$ cat config.mk
export PLATFORM = sky130hd
export DESIGN_NAME = line_and_packet_deframer_top
export DESIGN_NICKNAME = d
export VERILOG_FILES = /design/src/design/lpd_pkg.sv /design/src/design/line_and_packet_deframer_top.sv /design/src/design/lpd_front.sv /design/src/design/lpd_queue.sv /design/src/design/lpd_back.sv
export SDC_FILE = /design/constraint.sdc
export NUM_CORES = 1
export LEC_CHECK = 0
export ABC_CLOCK_PERIOD_IN_PS = 9400
export BUFFER_PORTS_ARGS = -buffer_cell sky130_fd_sc_hd__clkbuf_2
export CAP_MARGIN = 20
export CELL_PAD_IN_SITES_DETAIL_PLACEMENT = 1
export CELL_PAD_IN_SITES_GLOBAL_PLACEMENT = 2
export CORE_UTILIZATION = 35
export CTS_CLUSTER_SIZE = 14
export DETAILED_ROUTE_END_ITERATION = 7
export PLACE_DENSITY = 0.69
export SLEW_MARGIN = 20
export SYNTH_ARGS = -nofsm -noshare
export SYNTH_HDL_FRONTEND = slang
export SYNTH_SLANG_ARGS = --single-unit
$ cat constraint.sdc
create_clock -name clk -period 9.4 [get_ports clk]
set_input_delay 1.88 -clock clk [delete_from_list [all_inputs] [get_ports clk]]
set_output_delay 1.88 -clock clk [all_outputs]
set_load 0.03 [all_outputs]
$ cat src/design/lpd_pkg.sv
// ----------------------------------------------------------------------------
// lpd_pkg
// Shared types and constants of the line and packet deframer.
// ----------------------------------------------------------------------------
package lpd_pkg;

  // reset values of the sync registers
  localparam logic [7:0] SYNC_FIRST_RESET  = 8'hA5;
  localparam logic [7:0] SYNC_SECOND_RESET = 8'h5A;

  // byte that ends a line
  localparam logic [7:0] NEWLINE = 8'h0A;

  // default depth of the queue between front and back
  localparam int QUEUE_DEPTH_DEFAULT = 4;

  // output tdata width: data, packet_id, command, body_length, padded to bytes
  localparam int TDATA_WIDTH = 40;

  // register indexes on the configuration port
  localparam logic REG_SYNC_FIRST  = 1'b0;
  localparam logic REG_SYNC_SECOND = 1'b1;

  // result kinds
  typedef enum logic [2:0] {
    KIND_LINE_BYTE = 3'd0,
    KIND_LINE_END  = 3'd1,
    KIND_HEADER    = 3'd2,
    KIND_BODY_BYTE = 3'd3,
    KIND_END_GOOD  = 3'd4,
    KIND_END_BAD   = 3'd5
  } kind_t;

  // work for the back part: an optional held sync byte, then an optional item
  typedef struct packed {
    logic        held_valid;
    logic [7:0]  held_data;
    logic        main_valid;
    kind_t       kind;
    logic [7:0]  data;
    logic [7:0]  packet_id;
    logic [6:0]  command;
    logic [15:0] body_length;
  } lpd_entry_t;

endpackage

$ cat src/design/line_and_packet_deframer_top.sv
// ----------------------------------------------------------------------------
// line_and_packet_deframer_top
// Splits a received byte stream into line items and sync-framed packets with
// header, body and checksum end items; sync bytes set over an APB port.
// ----------------------------------------------------------------------------
// path: an accepted byte's entry is written into the queue, and its first
//   result is then loaded from the queue into the output register
// throughput: one byte per cycle while the queue has room; a byte that
//   releases a held sync byte can give two results, absorbed by the queue
// reset: synchronous; clears framing state, queue and output valid, and sets
//   the sync registers to 0xA5 and 0x5A
module line_and_packet_deframer_top
  import lpd_pkg::*;
#(
  parameter int QUEUE_DEPTH = QUEUE_DEPTH_DEFAULT
) (
  input  logic                   clk,
  input  logic                   rst,
  // input stream
  input  logic                   s_tvalid,
  output logic                   s_tready,
  input  logic [7:0]             s_tdata,   // [7:0] rx_byte
  // output stream
  output logic                   m_tvalid,
  input  logic                   m_tready,
  output logic [TDATA_WIDTH-1:0] m_tdata,   // [7:0] data, [15:8] packet_id,
                                            // [22:16] command,
                                            // [38:23] body_length, [39] zero
  output logic [2:0]             m_tuser,   // [2:0] kind
  output logic                   m_tlast,   // run_last
  // configuration port
  input  logic                   psel,
  input  logic                   penable,
  input  logic                   pwrite,
  input  logic [2:0]             paddr,
  input  logic [31:0]            pwdata,
  output logic [31:0]            prdata,
  output logic                   pready
);

  logic [7:0] sync_first, sync_second;
  logic       in_fire;
  logic       push, pop;
  logic       not_empty, not_full;
  logic       cfg_write;
  logic       reg_sel;
  lpd_entry_t push_entry, head;

  assign pready    = 1'b1;
  assign reg_sel   = paddr[2];
  assign cfg_write = psel && penable && pwrite && pready;

  // sync registers
  always_ff @(posedge clk) begin
    if (rst) begin
      sync_first  <= SYNC_FIRST_RESET;
      sync_second <= SYNC_SECOND_RESET;
    end else if (cfg_write) begin
      unique case (reg_sel)
        REG_SYNC_FIRST:  sync_first  <= pwdata[7:0];
        REG_SYNC_SECOND: sync_second <= pwdata[7:0];
      endcase
    end
  end

  // register read
  always_comb begin
    unique case (reg_sel)
      REG_SYNC_FIRST:  prdata = {24'h000000, sync_first};
      REG_SYNC_SECOND: prdata = {24'h000000, sync_second};
    endcase
  end

  // accept a byte whenever the queue has room
  assign s_tready = not_full;
  assign in_fire  = s_tvalid && s_tready;

  lpd_front u_front (
    .clk         (clk),
    .rst         (rst),
    .sync_first  (sync_first),
    .sync_second (sync_second),
    .in_fire     (in_fire),
    .rx_byte     (s_tdata),
    .push        (push),
    .push_entry  (push_entry)
  );

  lpd_queue #(
    .DEPTH (QUEUE_DEPTH)
  ) u_queue (
    .clk        (clk),
    .rst        (rst),
    .push       (push),
    .push_entry (push_entry),
    .pop        (pop),
    .head       (head),
    .not_empty  (not_empty),
    .not_full   (not_full)
  );

  lpd_back u_back (
    .clk       (clk),
    .rst       (rst),
    .head      (head),
    .not_empty (not_empty),
    .pop       (pop),
    .m_tvalid  (m_tvalid),
    .m_tready  (m_tready),
    .m_tdata   (m_tdata),
    .m_tuser   (m_tuser),
    .m_tlast   (m_tlast)
  );

endmodule

$ cat src/design/lpd_front.sv
// ----------------------------------------------------------------------------
// lpd_front
// Takes received bytes, tracks line and packet framing, and turns each byte
// that causes a result into one queue entry holding the results that it causes.
// ----------------------------------------------------------------------------
module lpd_front
  import lpd_pkg::*;
(
  input  logic       clk,
  input  logic       rst,
  input  logic [7:0] sync_first,
  input  logic [7:0] sync_second,
  input  logic       in_fire,
  input  logic [7:0] rx_byte,
  output logic       push,
  output lpd_entry_t push_entry
);

  typedef enum logic [6:0] {
    ST_LINE  = 7'b0000001,
    ST_ID    = 7'b0000010,
    ST_CMD   = 7'b0000100,
    ST_LEN1  = 7'b0001000,
    ST_LEN2  = 7'b0010000,
    ST_BODY  = 7'b0100000,
    ST_CHECK = 7'b1000000
  } state_t;

  state_t      state, state_next;
  logic        sync_pending, sync_pending_next;
  logic [7:0]  cur_id, cur_id_next;
  logic [7:0]  cur_cmd, cur_cmd_next;
  logic [15:0] decl_len, decl_len_next;
  logic [15:0] bytes_seen, bytes_seen_next;
  logic [7:0]  run_xor, run_xor_next;
  logic [15:0] seen_inc;
  lpd_entry_t  entry;

  assign seen_inc = bytes_seen + 16'd1;

  // per-byte framing update
  always_comb begin
    state_next        = state;
    sync_pending_next = sync_pending;
    cur_id_next       = cur_id;
    cur_cmd_next      = cur_cmd;
    decl_len_next     = decl_len;
    bytes_seen_next   = bytes_seen;
    run_xor_next      = run_xor;
    entry             = '0;

    unique case (state)
      ST_ID: begin
        cur_id_next  = rx_byte;
        run_xor_next = run_xor ^ rx_byte;
        state_next   = ST_CMD;
      end
      ST_CMD: begin
        cur_cmd_next = rx_byte;
        run_xor_next = run_xor ^ rx_byte;
        state_next   = ST_LEN1;
      end
      ST_LEN1: begin
        run_xor_next = run_xor ^ rx_byte;
        if (cur_cmd[7]) begin
          decl_len_next = {rx_byte, 8'h00};
          state_next    = ST_LEN2;
        end else begin
          decl_len_next   = {8'h00, rx_byte};
          bytes_seen_next = '0;
          entry.main_valid = 1'b1;
          entry.kind       = KIND_HEADER;
          state_next = (rx_byte != 8'h00) ? ST_BODY : ST_CHECK;
        end
      end
      ST_LEN2: begin
        run_xor_next    = run_xor ^ rx_byte;
        decl_len_next   = {decl_len[15:8], rx_byte};
        bytes_seen_next = '0;
        entry.main_valid = 1'b1;
        entry.kind       = KIND_HEADER;
        state_next = ({decl_len[15:8], rx_byte} != 16'h0000) ? ST_BODY : ST_CHECK;
      end
      ST_BODY: begin
        run_xor_next    = run_xor ^ rx_byte;
        bytes_seen_next = seen_inc;
        entry.main_valid = 1'b1;
        entry.kind       = KIND_BODY_BYTE;
        entry.data       = rx_byte;
        if (seen_inc == decl_len) begin
          state_next = ST_CHECK;
        end
      end
      ST_CHECK: begin
        entry.main_valid = 1'b1;
        entry.kind       = (rx_byte == run_xor) ? KIND_END_GOOD : KIND_END_BAD;
        sync_pending_next = 1'b0;
        state_next        = ST_LINE;
      end
      default: begin
        // line mode; a held sync byte is resolved first
        state_next = ST_LINE;
        if (sync_pending && rx_byte == sync_second) begin
          sync_pending_next = 1'b0;
          run_xor_next      = sync_first ^ sync_second;
          state_next        = ST_ID;
        end else begin
          sync_pending_next = 1'b0;
          entry.held_valid  = sync_pending;
          entry.held_data   = sync_first;
          if (rx_byte == NEWLINE) begin
            entry.main_valid = 1'b1;
            entry.kind       = KIND_LINE_END;
            entry.data       = NEWLINE;
          end else if (rx_byte == sync_first) begin
            sync_pending_next = 1'b1;
          end else begin
            entry.main_valid = 1'b1;
            entry.kind       = KIND_LINE_BYTE;
            entry.data       = rx_byte;
          end
        end
      end
    endcase

    // packet items carry the current packet fields
    if (state != ST_LINE) begin
      entry.packet_id   = cur_id_next;
      entry.command     = cur_cmd_next[6:0];
      entry.body_length = decl_len_next;
    end
  end

  // queue push when the byte causes any result
  assign push       = in_fire && (entry.held_valid || entry.main_valid);
  assign push_entry = entry;

  // framing state
  always_ff @(posedge clk) begin
    if (rst) begin
      state        <= ST_LINE;
      sync_pending <= 1'b0;
      cur_id       <= '0;
      cur_cmd      <= '0;
      decl_len     <= '0;
      bytes_seen   <= '0;
      run_xor      <= '0;
    end else if (in_fire) begin
      state        <= state_next;
      sync_pending <= sync_pending_next;
      cur_id       <= cur_id_next;
      cur_cmd      <= cur_cmd_next;
      decl_len     <= decl_len_next;
      bytes_seen   <= bytes_seen_next;
      run_xor      <= run_xor_next;
    end
  end

endmodule

$ cat src/design/lpd_queue.sv
// ----------------------------------------------------------------------------
// lpd_queue
// Short register queue of work entries between the front and the back part.
// ----------------------------------------------------------------------------
module lpd_queue
  import lpd_pkg::*;
#(
  parameter int DEPTH = QUEUE_DEPTH_DEFAULT
) (
  input  logic       clk,
  input  logic       rst,
  input  logic       push,
  input  lpd_entry_t push_entry,
  input  logic       pop,
  output lpd_entry_t head,
  output logic       not_empty,
  output logic       not_full
);

  localparam int PTR_W = (DEPTH > 1) ? $clog2(DEPTH) : 1;
  localparam int CNT_W = $clog2(DEPTH + 1);
  localparam logic [PTR_W-1:0] LAST_PTR = PTR_W'(DEPTH - 1);
  localparam logic [CNT_W-1:0] FULL_CNT = CNT_W'(DEPTH);

  lpd_entry_t       slots [DEPTH];
  logic [PTR_W-1:0] wr_ptr, rd_ptr;
  logic [CNT_W-1:0] count;

  assign head      = slots[rd_ptr];
  assign not_empty = (count != '0);
  assign not_full  = (count != FULL_CNT);

  // entry storage
  always_ff @(posedge clk) begin
    if (push) begin
      slots[wr_ptr] <= push_entry;
    end
  end

  // pointers and fill count
  always_ff @(posedge clk) begin
    if (rst) begin
      wr_ptr <= '0;
      rd_ptr <= '0;
      count  <= '0;
    end else begin
      if (push) begin
        wr_ptr <= (wr_ptr == LAST_PTR) ? '0 : wr_ptr + PTR_W'(1);
      end
      if (pop) begin
        rd_ptr <= (rd_ptr == LAST_PTR) ? '0 : rd_ptr + PTR_W'(1);
      end
      if (push && !pop) begin
        count <= count + CNT_W'(1);
      end else if (pop && !push) begin
        count <= count - CNT_W'(1);
      end
    end
  end

endmodule

$ cat src/design/lpd_back.sv
// ----------------------------------------------------------------------------
// lpd_back
// Unpacks queue entries into one or two result items and drives the
// registered output stream.
// ----------------------------------------------------------------------------
module lpd_back
  import lpd_pkg::*;
(
  input  logic                   clk,
  input  logic                   rst,
  input  lpd_entry_t             head,
  input  logic                   not_empty,
  output logic                   pop,
  output logic                   m_tvalid,
  input  logic                   m_tready,
  output logic [TDATA_WIDTH-1:0] m_tdata,
  output logic [2:0]             m_tuser,
  output logic                   m_tlast
);

  logic                   held_done;
  logic                   load;
  logic                   take_held;
  logic [TDATA_WIDTH-1:0] tdata_next;
  logic [2:0]             tuser_next;
  logic                   tlast_next;

  assign load      = not_empty && (!m_tvalid || m_tready);
  assign take_held = head.held_valid && !held_done;
  assign pop       = load && (!take_held || !head.main_valid);

  // choose the next item of the head entry
  always_comb begin
    if (take_held) begin
      tdata_next = {1'b0, 16'h0000, 7'h00, 8'h00, head.held_data};
      tuser_next = KIND_LINE_BYTE;
      tlast_next = !head.main_valid;
    end else begin
      tdata_next = {1'b0, head.body_length, head.command, head.packet_id, head.data};
      tuser_next = head.kind;
      tlast_next = 1'b1;
    end
  end

  // held byte sent, main item still to go
  always_ff @(posedge clk) begin
    if (rst) begin
      held_done <= 1'b0;
    end else if (load) begin
      held_done <= take_held && head.main_valid;
    end
  end

  // output register
  always_ff @(posedge clk) begin
    if (rst) begin
      m_tvalid <= 1'b0;
    end else if (load) begin
      m_tvalid <= 1'b1;
    end else if (m_tready) begin
      m_tvalid <= 1'b0;
    end
  end

  always_ff @(posedge clk) begin
    if (load) begin
      m_tdata <= tdata_next;
      m_tuser <= tuser_next;
      m_tlast <= tlast_next;
    end
  end

endmodule
# Word level (Yosys, flattened, before mapping)
# Memory sizes are Yosys's and may differ from the RTL's. A register that Yosys moved wholly into a read port is not among the register bits.
# Cells that the tools add are included.
[word_totals]
n_memories = 1
out_inout_bits = 79
word_cells = 124
ram_bits = 208
regBits = 133
inputBits = 50
[op_classes]
n_reduce_logical = 38
bitwise_logic = 5
n_eq_ne = 17
n_addsub = 5
mux = 39
[memory_table]
columns = ["memory", "words", "word_bits", "rd", "rd_clocked_by_memory_dff", "write_ports", "line_no", "rtl"]
rows = [
  ["u_queue.slots", 4, 52, 1, 1, 1, "lpd_queue.sv:25", "lpd_entry_t slots [DEPTH];"],
]
[ops]
columns = ["cell", "n"]
rows = [
  ["$pmux 32 s2", 1],
  ["$pmux 16 s3", 1],
  ["$pmux 7 s6", 1],
  ["$mux 7", 5],
  ["$mux 16", 2],
  ["$pmux 16 s2", 1],
  ["$pmux 8 s2", 2],
  ["$mux 31", 1],
  ["$eq 8x8->1", 3],
  ["$mux 12", 2],
  ["$mux 8", 3],
  ["$mux 21", 1],
  ["$pmux 4 s5", 1],
  ["$add 16x1->16 const B", 1],
  ["$eq 16x16->1", 1],
  ["$reduce_bool 16->1", 1],
  ["$xor 8x8->8", 2],
  ["$logic_and 1x1->1", 11],
  ["$mux 2", 5],
  ["$reduce_and 2->1", 5],
  ["$reduce_or 5->1", 2],
  ["$mux 9", 1],
  ["$eq 8x4->1 const B", 1],
  ["$mux 1", 8],
  ["26 further kinds", 42],
]

# Depth between registers and ports, before layout
[logic_depth]
ltp_word = 11
mapped_depth = 12

# Cells and area by module
# Synthesis repeated with hierarchy kept, for this count alone.
[hier_totals]
hier_cells = 1144
hier_area_um2 = 15149.5
[modules_own_cells]
columns = ["module", "instances", "area_each_um2", "seq_area_each_um2", "cells_each"]
rows = [
  ["lpd_queue", 1, 8006.4, 6426.2, 317],
  ["lpd_front", 1, 4409.2, 1281.2, 598],
  ["lpd_back", 1, 1736.7, 1331.3, 121],
  ["line_and_packet_deframer_top", 1, 997.2, 320.3, 108],
]

# Least setup slack after synthesis
# OpenSTA, ideal clock, no wires.
[synth_timing]
path_type = "input port to flip-flop"
from = "input m_tready"
to = "register u_queue.count[2]"
stages = 9
arrival_ns = 5.668
slack_ns = 3.661
t_required_ns = 9.330
cell_sequence = "inv_1 > a21oi_1 > nand2_1 > ha_1 > inv_1 > fa_1 > xor2_1 > or3_1 > a21oi_1"
[synth_via]
elab_chain_cells = 6
word_cells_on_any_way = 8
classes_between = "mux (1); reduce/logical (7)"
[synth_lines]
columns = ["item", "line_no", "rtl"]
rows = [
  ["start: declaration", "line_and_packet_deframer_top.sv:25", "input logic m_tready,"],
  ["$logic_or 1x1->1 (*)", "lpd_back.sv:28", "assign load = not_empty && (!m_tvalid || m_tready);"],
  ["$logic_and 1x1->1 (*)", "lpd_back.sv:28", ""],
  ["via u_back.load", "lpd_back.sv:22", "logic load;"],
  ["$logic_and 1x1->1 (*)", "lpd_back.sv:30", "assign pop = load && (!take_held || !head.main_valid);"],
  ["$logic_not 1->1", "lpd_queue.sv:53", "if (push && !pop) begin"],
  ["$logic_and 1x1->1", "lpd_queue.sv:53", ""],
  ["$mux 3 / $reduce_bool 2->1 (equally long branches)", "--", ""],
  ["end signal: assignment", "lpd_queue.sv:54", "count <= count + CNT_W'(1);"],
  ["end signal: assignment", "lpd_queue.sv:56", "count <= count - CNT_W'(1);"],
  ["end: declaration", "lpd_queue.sv:27", "logic [CNT_W-1:0] count;"],
]
# The timed path passes the listed nets; every way through them passes the cells marked *.
# A chain may end at the register's enable or synchronous reset.

# Final worst setup path
[layout_timing]
from = "input s_tdata[2]"
to = "register u_queue.count[2]"
[layout_via]
elab_chain_cells = 10
word_cells_on_any_way = 16
classes_between = "eq/ne (3); mux (6); reduce/logical (7)"
[layout_lines]
columns = ["item", "line_no", "rtl"]
rows = [
  ["start: declaration", "line_and_packet_deframer_top.sv:22", "input logic [7:0] s_tdata,"],
  ["$eq 8x8->1", "lpd_front.sv:115", "end else if (rx_byte == sync_first) begin"],
  ["$mux 12", "lpd_front.sv:115", ""],
  ["$mux 12", "lpd_front.sv:111", "if (rx_byte == NEWLINE) begin"],
  ["$mux 21 (*)", "lpd_front.sv:103", "if (sync_pending && rx_byte == sync_second) begin"],
  ["$pmux 4 s5", "lpd_front.sv:52", "unique case (state)"],
  ["$logic_or 1x1->1 (*)", "lpd_front.sv:135", "assign push = in_fire && (entry.held_valid || entry.main_valid);"],
  ["$logic_and 1x1->1 (*)", "lpd_front.sv:135", ""],
  ["via push", "line_and_packet_deframer_top.sv:43", "logic push, pop;"],
  ["$logic_not 1->1", "lpd_queue.sv:55", "end else if (pop && !push) begin"],
  ["$logic_and 1x1->1", "lpd_queue.sv:55", ""],
  ["$reduce_bool 2->1 (no source line)", "--", ""],
]
# Marks and branches as above.

==> run metrics <==
DRT iter0 DRCs 388; clock latency on the worst-skew pair 0.55 ns; met3 GRT Util 3.11%; yosys warns 0; required time worst endpoint 9.87 ns; top_reg_cell synth edfxtp_1; first-pass GRT wire length 55.3 mm; worst path arrival time 5.11 ns; max incr delay on CP 0.64 ns; Final ANT Viol Nets 0; layout cell share with drive strength beyond 1 19.3%; final setup vio count 0; Routed WL 35.3 mm; LEAKAGE 5.69 nW; worst min path class reg2reg; grt total ovfl 0; pins over their slew limit 0; largest net degree at the start of global routing 99; top-area cell type share of the netlist area 50.2%; clk root buf clkbuf_16; DIE WIDTH 209 microns; CP Class in2reg; startpoint types input pin; vias in the first global route 9,475; Mapped Area 15,000 sq um; share of the yosys chip area belonging to registers 62.4%; VDD IR max 133 uV; Max-cap violations 0; #FFs+latches synth 342; worst-path cell chain clkbuf_2 > xor2_1 > nor4_1 > nand3_1 > nand4_1 > a31oi_2 > ha_1 > inv_1 > fa_1 > xor2_1 > or3_1 > a21oi_1; Die Height 209 microns; Resized cells post-CTS 0; FF-to-FF setup slack 5.66 ns; setup_tns 0 ns; Post-Synth Adder-Cell Area 0.717%; mux share of post-synthesis cell area 10.7%; Placer Congestion 0.757; post-route cell area 17,000 sq um; # rows 75; drt pass-1 iters 4; GR Util met2 27.5%; Syn Area/Cell 13.3 sq um; TritonCTS Buffers 39; routed len/inst 20.2 microns; RR Endpoint u_queue.count[2]; post-layout min period 4.64 ns; fin worst setup slack 4.76 ns; post-synthesis xor/xnor area fraction 3.31%; status finished clean; nets 1,240; final hold vios 0; DR DRC count 0; # IOs 129; clk buf depth 3; HP Start u_front.cur_cmd[6]; Synth top cells by count edfxtp_1, dfxtp_1, a21oi_1, nor2_1, nand2_1; hold_buf cts 0; number of synthesized flops with an enable pin 251; Max H-tree Level 2; top cells by area, synth edfxtp_1, dfxtp_1, mux4_2, a21oi_1, nor2b_1; Worst Hold Endpoint u_front.cur_cmd[6]; Area growth, synth to finish 13.3%; RSZ-0062 raised after global routing false; crit-path max FO 15; Starting Density 35.6%; fmax 216 MHz; Place WS 4.15 ns; Netlist cell types 65; Cells after DPL 1,679; Sink Count 342; Global Route Usage Sum 16.5%; P per Cell Area 256 nW/um^2; Synth Instances 1,129; CP max stage cell nor4_1; Layout Cells excl Fill 1,749; IO buf count 76; most frequent cell on the critical path xor2_1; most common cell in the synthesized netlist edfxtp_1; Worst slew margin 31.4%; DP HPWL 21.9 mm; Worst Setup End Kind register; Final Hold Slack 0.477 ns; Least-Margin Pin Slew 1.03 ns; initial antenna violation count 0; fin crit share 49.4%; Worst-path clk slew 0.06 ns; TritonCTS clock tree done; clock skew 0.0233 ns; Area after DPL 15,800 sq um; post-CTS setup buffers 0; M1 GR Usage 21.9%; antenna cells 0; busiest grt layer met2; Hold Path Depth 2; Synth Area in Simple Gates 12.3%; Via Count 9,066; Synth Area in Compound Gates 7.19%; Fill cells 4,326; Synth area leader edfxtp_1; vias per std cell 5.18; worst r2r src u_front.state[0]; Post-synth ARST share 0%; Core ar. 42,100 sq um; die area 43,700 sq um; largest family of logic cells by synthesized area simple AND/OR/NAND/NOR gates; worst reg-to-reg path cell count 11
==> logic make-up after synthesis <==
logic type	Yosys count
multiplexers	93
adder cells (fa/ha/maj)	8
AO/OA/AOI/OAI	177
AND/OR/NAND/NOR	346
XOR/XNOR	55
other	2
buffers and inverters	106
flip-flops	342
==> placed cells by master, fill, tap and decap left out, types with 7 or more instances in the layout <==
master and count:
a211o_1 7, a211oi_1 10, a21oi_1 69, a22oi_1 18, and2_1 14, and3_1 7, buf_4 7, clkbuf_16 41
clkbuf_2 75, clkinv_2 7, conb_1 26, dfxtp_1 89, edfxtp_1 251, ha_1 7, inv_1 9, mux2_2 17
mux2i_1 24, mux4_2 52, nand2_1 68, nand2b_1 11, nand3_1 39, nand3b_1 11, nand4_1 15, nor2_1 70
nor2b_1 51, nor3_1 10, nor4_1 8, o21ai_0 36, o21ai_1 9, or3_1 14, xnor2_1 20, xor2_1 34
==> area by class of cell <==
cell class	count	area (sq um)	area share [%]
tap	539	674	3.97
sequential	342	9360	55.1
clock inverter	19	104	0.611
inverter	9	33.8	0.199
clock buffer	50	1090	6.41
multi-input combinational	705	5270	31.0
timing repair buffer	85	472	2.77
==> worst max path at each step <==
stage | from | to | depth (start not counted) | slack, ns
after floorplan | m_tready | u_queue.count[2] | 9 | 3.66
after global placement | s_tdata[4] | u_queue.count[2] | 12 | 4.23
after detailed placement | s_tdata[4] | u_queue.count[2] | 12 | 4.15
after CTS | s_tdata[4] | u_queue.count[2] | 12 | 4.70
after global routing | s_tdata[4] | u_queue.count[2] | 12 | 4.46
final | s_tdata[2] | u_queue.count[2] | 12 | 4.76
==> critical path, delay by kind of cell <==
kind / cells / cell delay, ns
AO/OA/AOI/OAI: 2 / 0.40
XOR/XNOR: 2 / 0.34
adder cells (fa/ha/maj): 2 / 0.51
buffers and inverters: 2 / 0.44
AND/OR/NAND/NOR: 4 / 1.54
==> registers in the layout, indices dropped and copies added (netlist names), named ones only <==
signal,count
u_back.m_tlast,1
u_front.cur_id,8
u_front.run_xor,8
u_queue.slots,208
sync_first,8
u_front.cur_cmd,8
sync_second,8
u_front.sync_pending,1
u_front.decl_len,16
u_back.held_done,1
u_front.bytes_seen,16
u_back.m_tuser,3
u_back.m_tdata,39
u_queue.rd_ptr,2
u_front.state,7
u_queue.count,3
u_back.m_tvalid,1
u_queue.wr_ptr,2
==> through the flow <==
stage               utilization (%)  total power (W)
floorplan                         -          0.00271
global placement               37.4          0.00297
detailed placement             37.4          0.00299
CTS                            40.3          0.00443
global route                   40.4          0.00455
finish                         40.4          0.00434
==> report_power, final <==
part | switching, W | internal [W]
Combinational | 0.000633 | 0.000358
Clock | 0.000599 | 0.000818
Sequential | 0.0000585 | 0.00188
==> per-layer routing <==
layer / vias to the layer above / share of wire [%]
met4: 0 / 1.9
met3: 51 / 3.6
li1: 4293 / -
met1: 4596 / 46
met5: - / 0
met2: 126 / 49
Power figures use the tool's default switching activity.
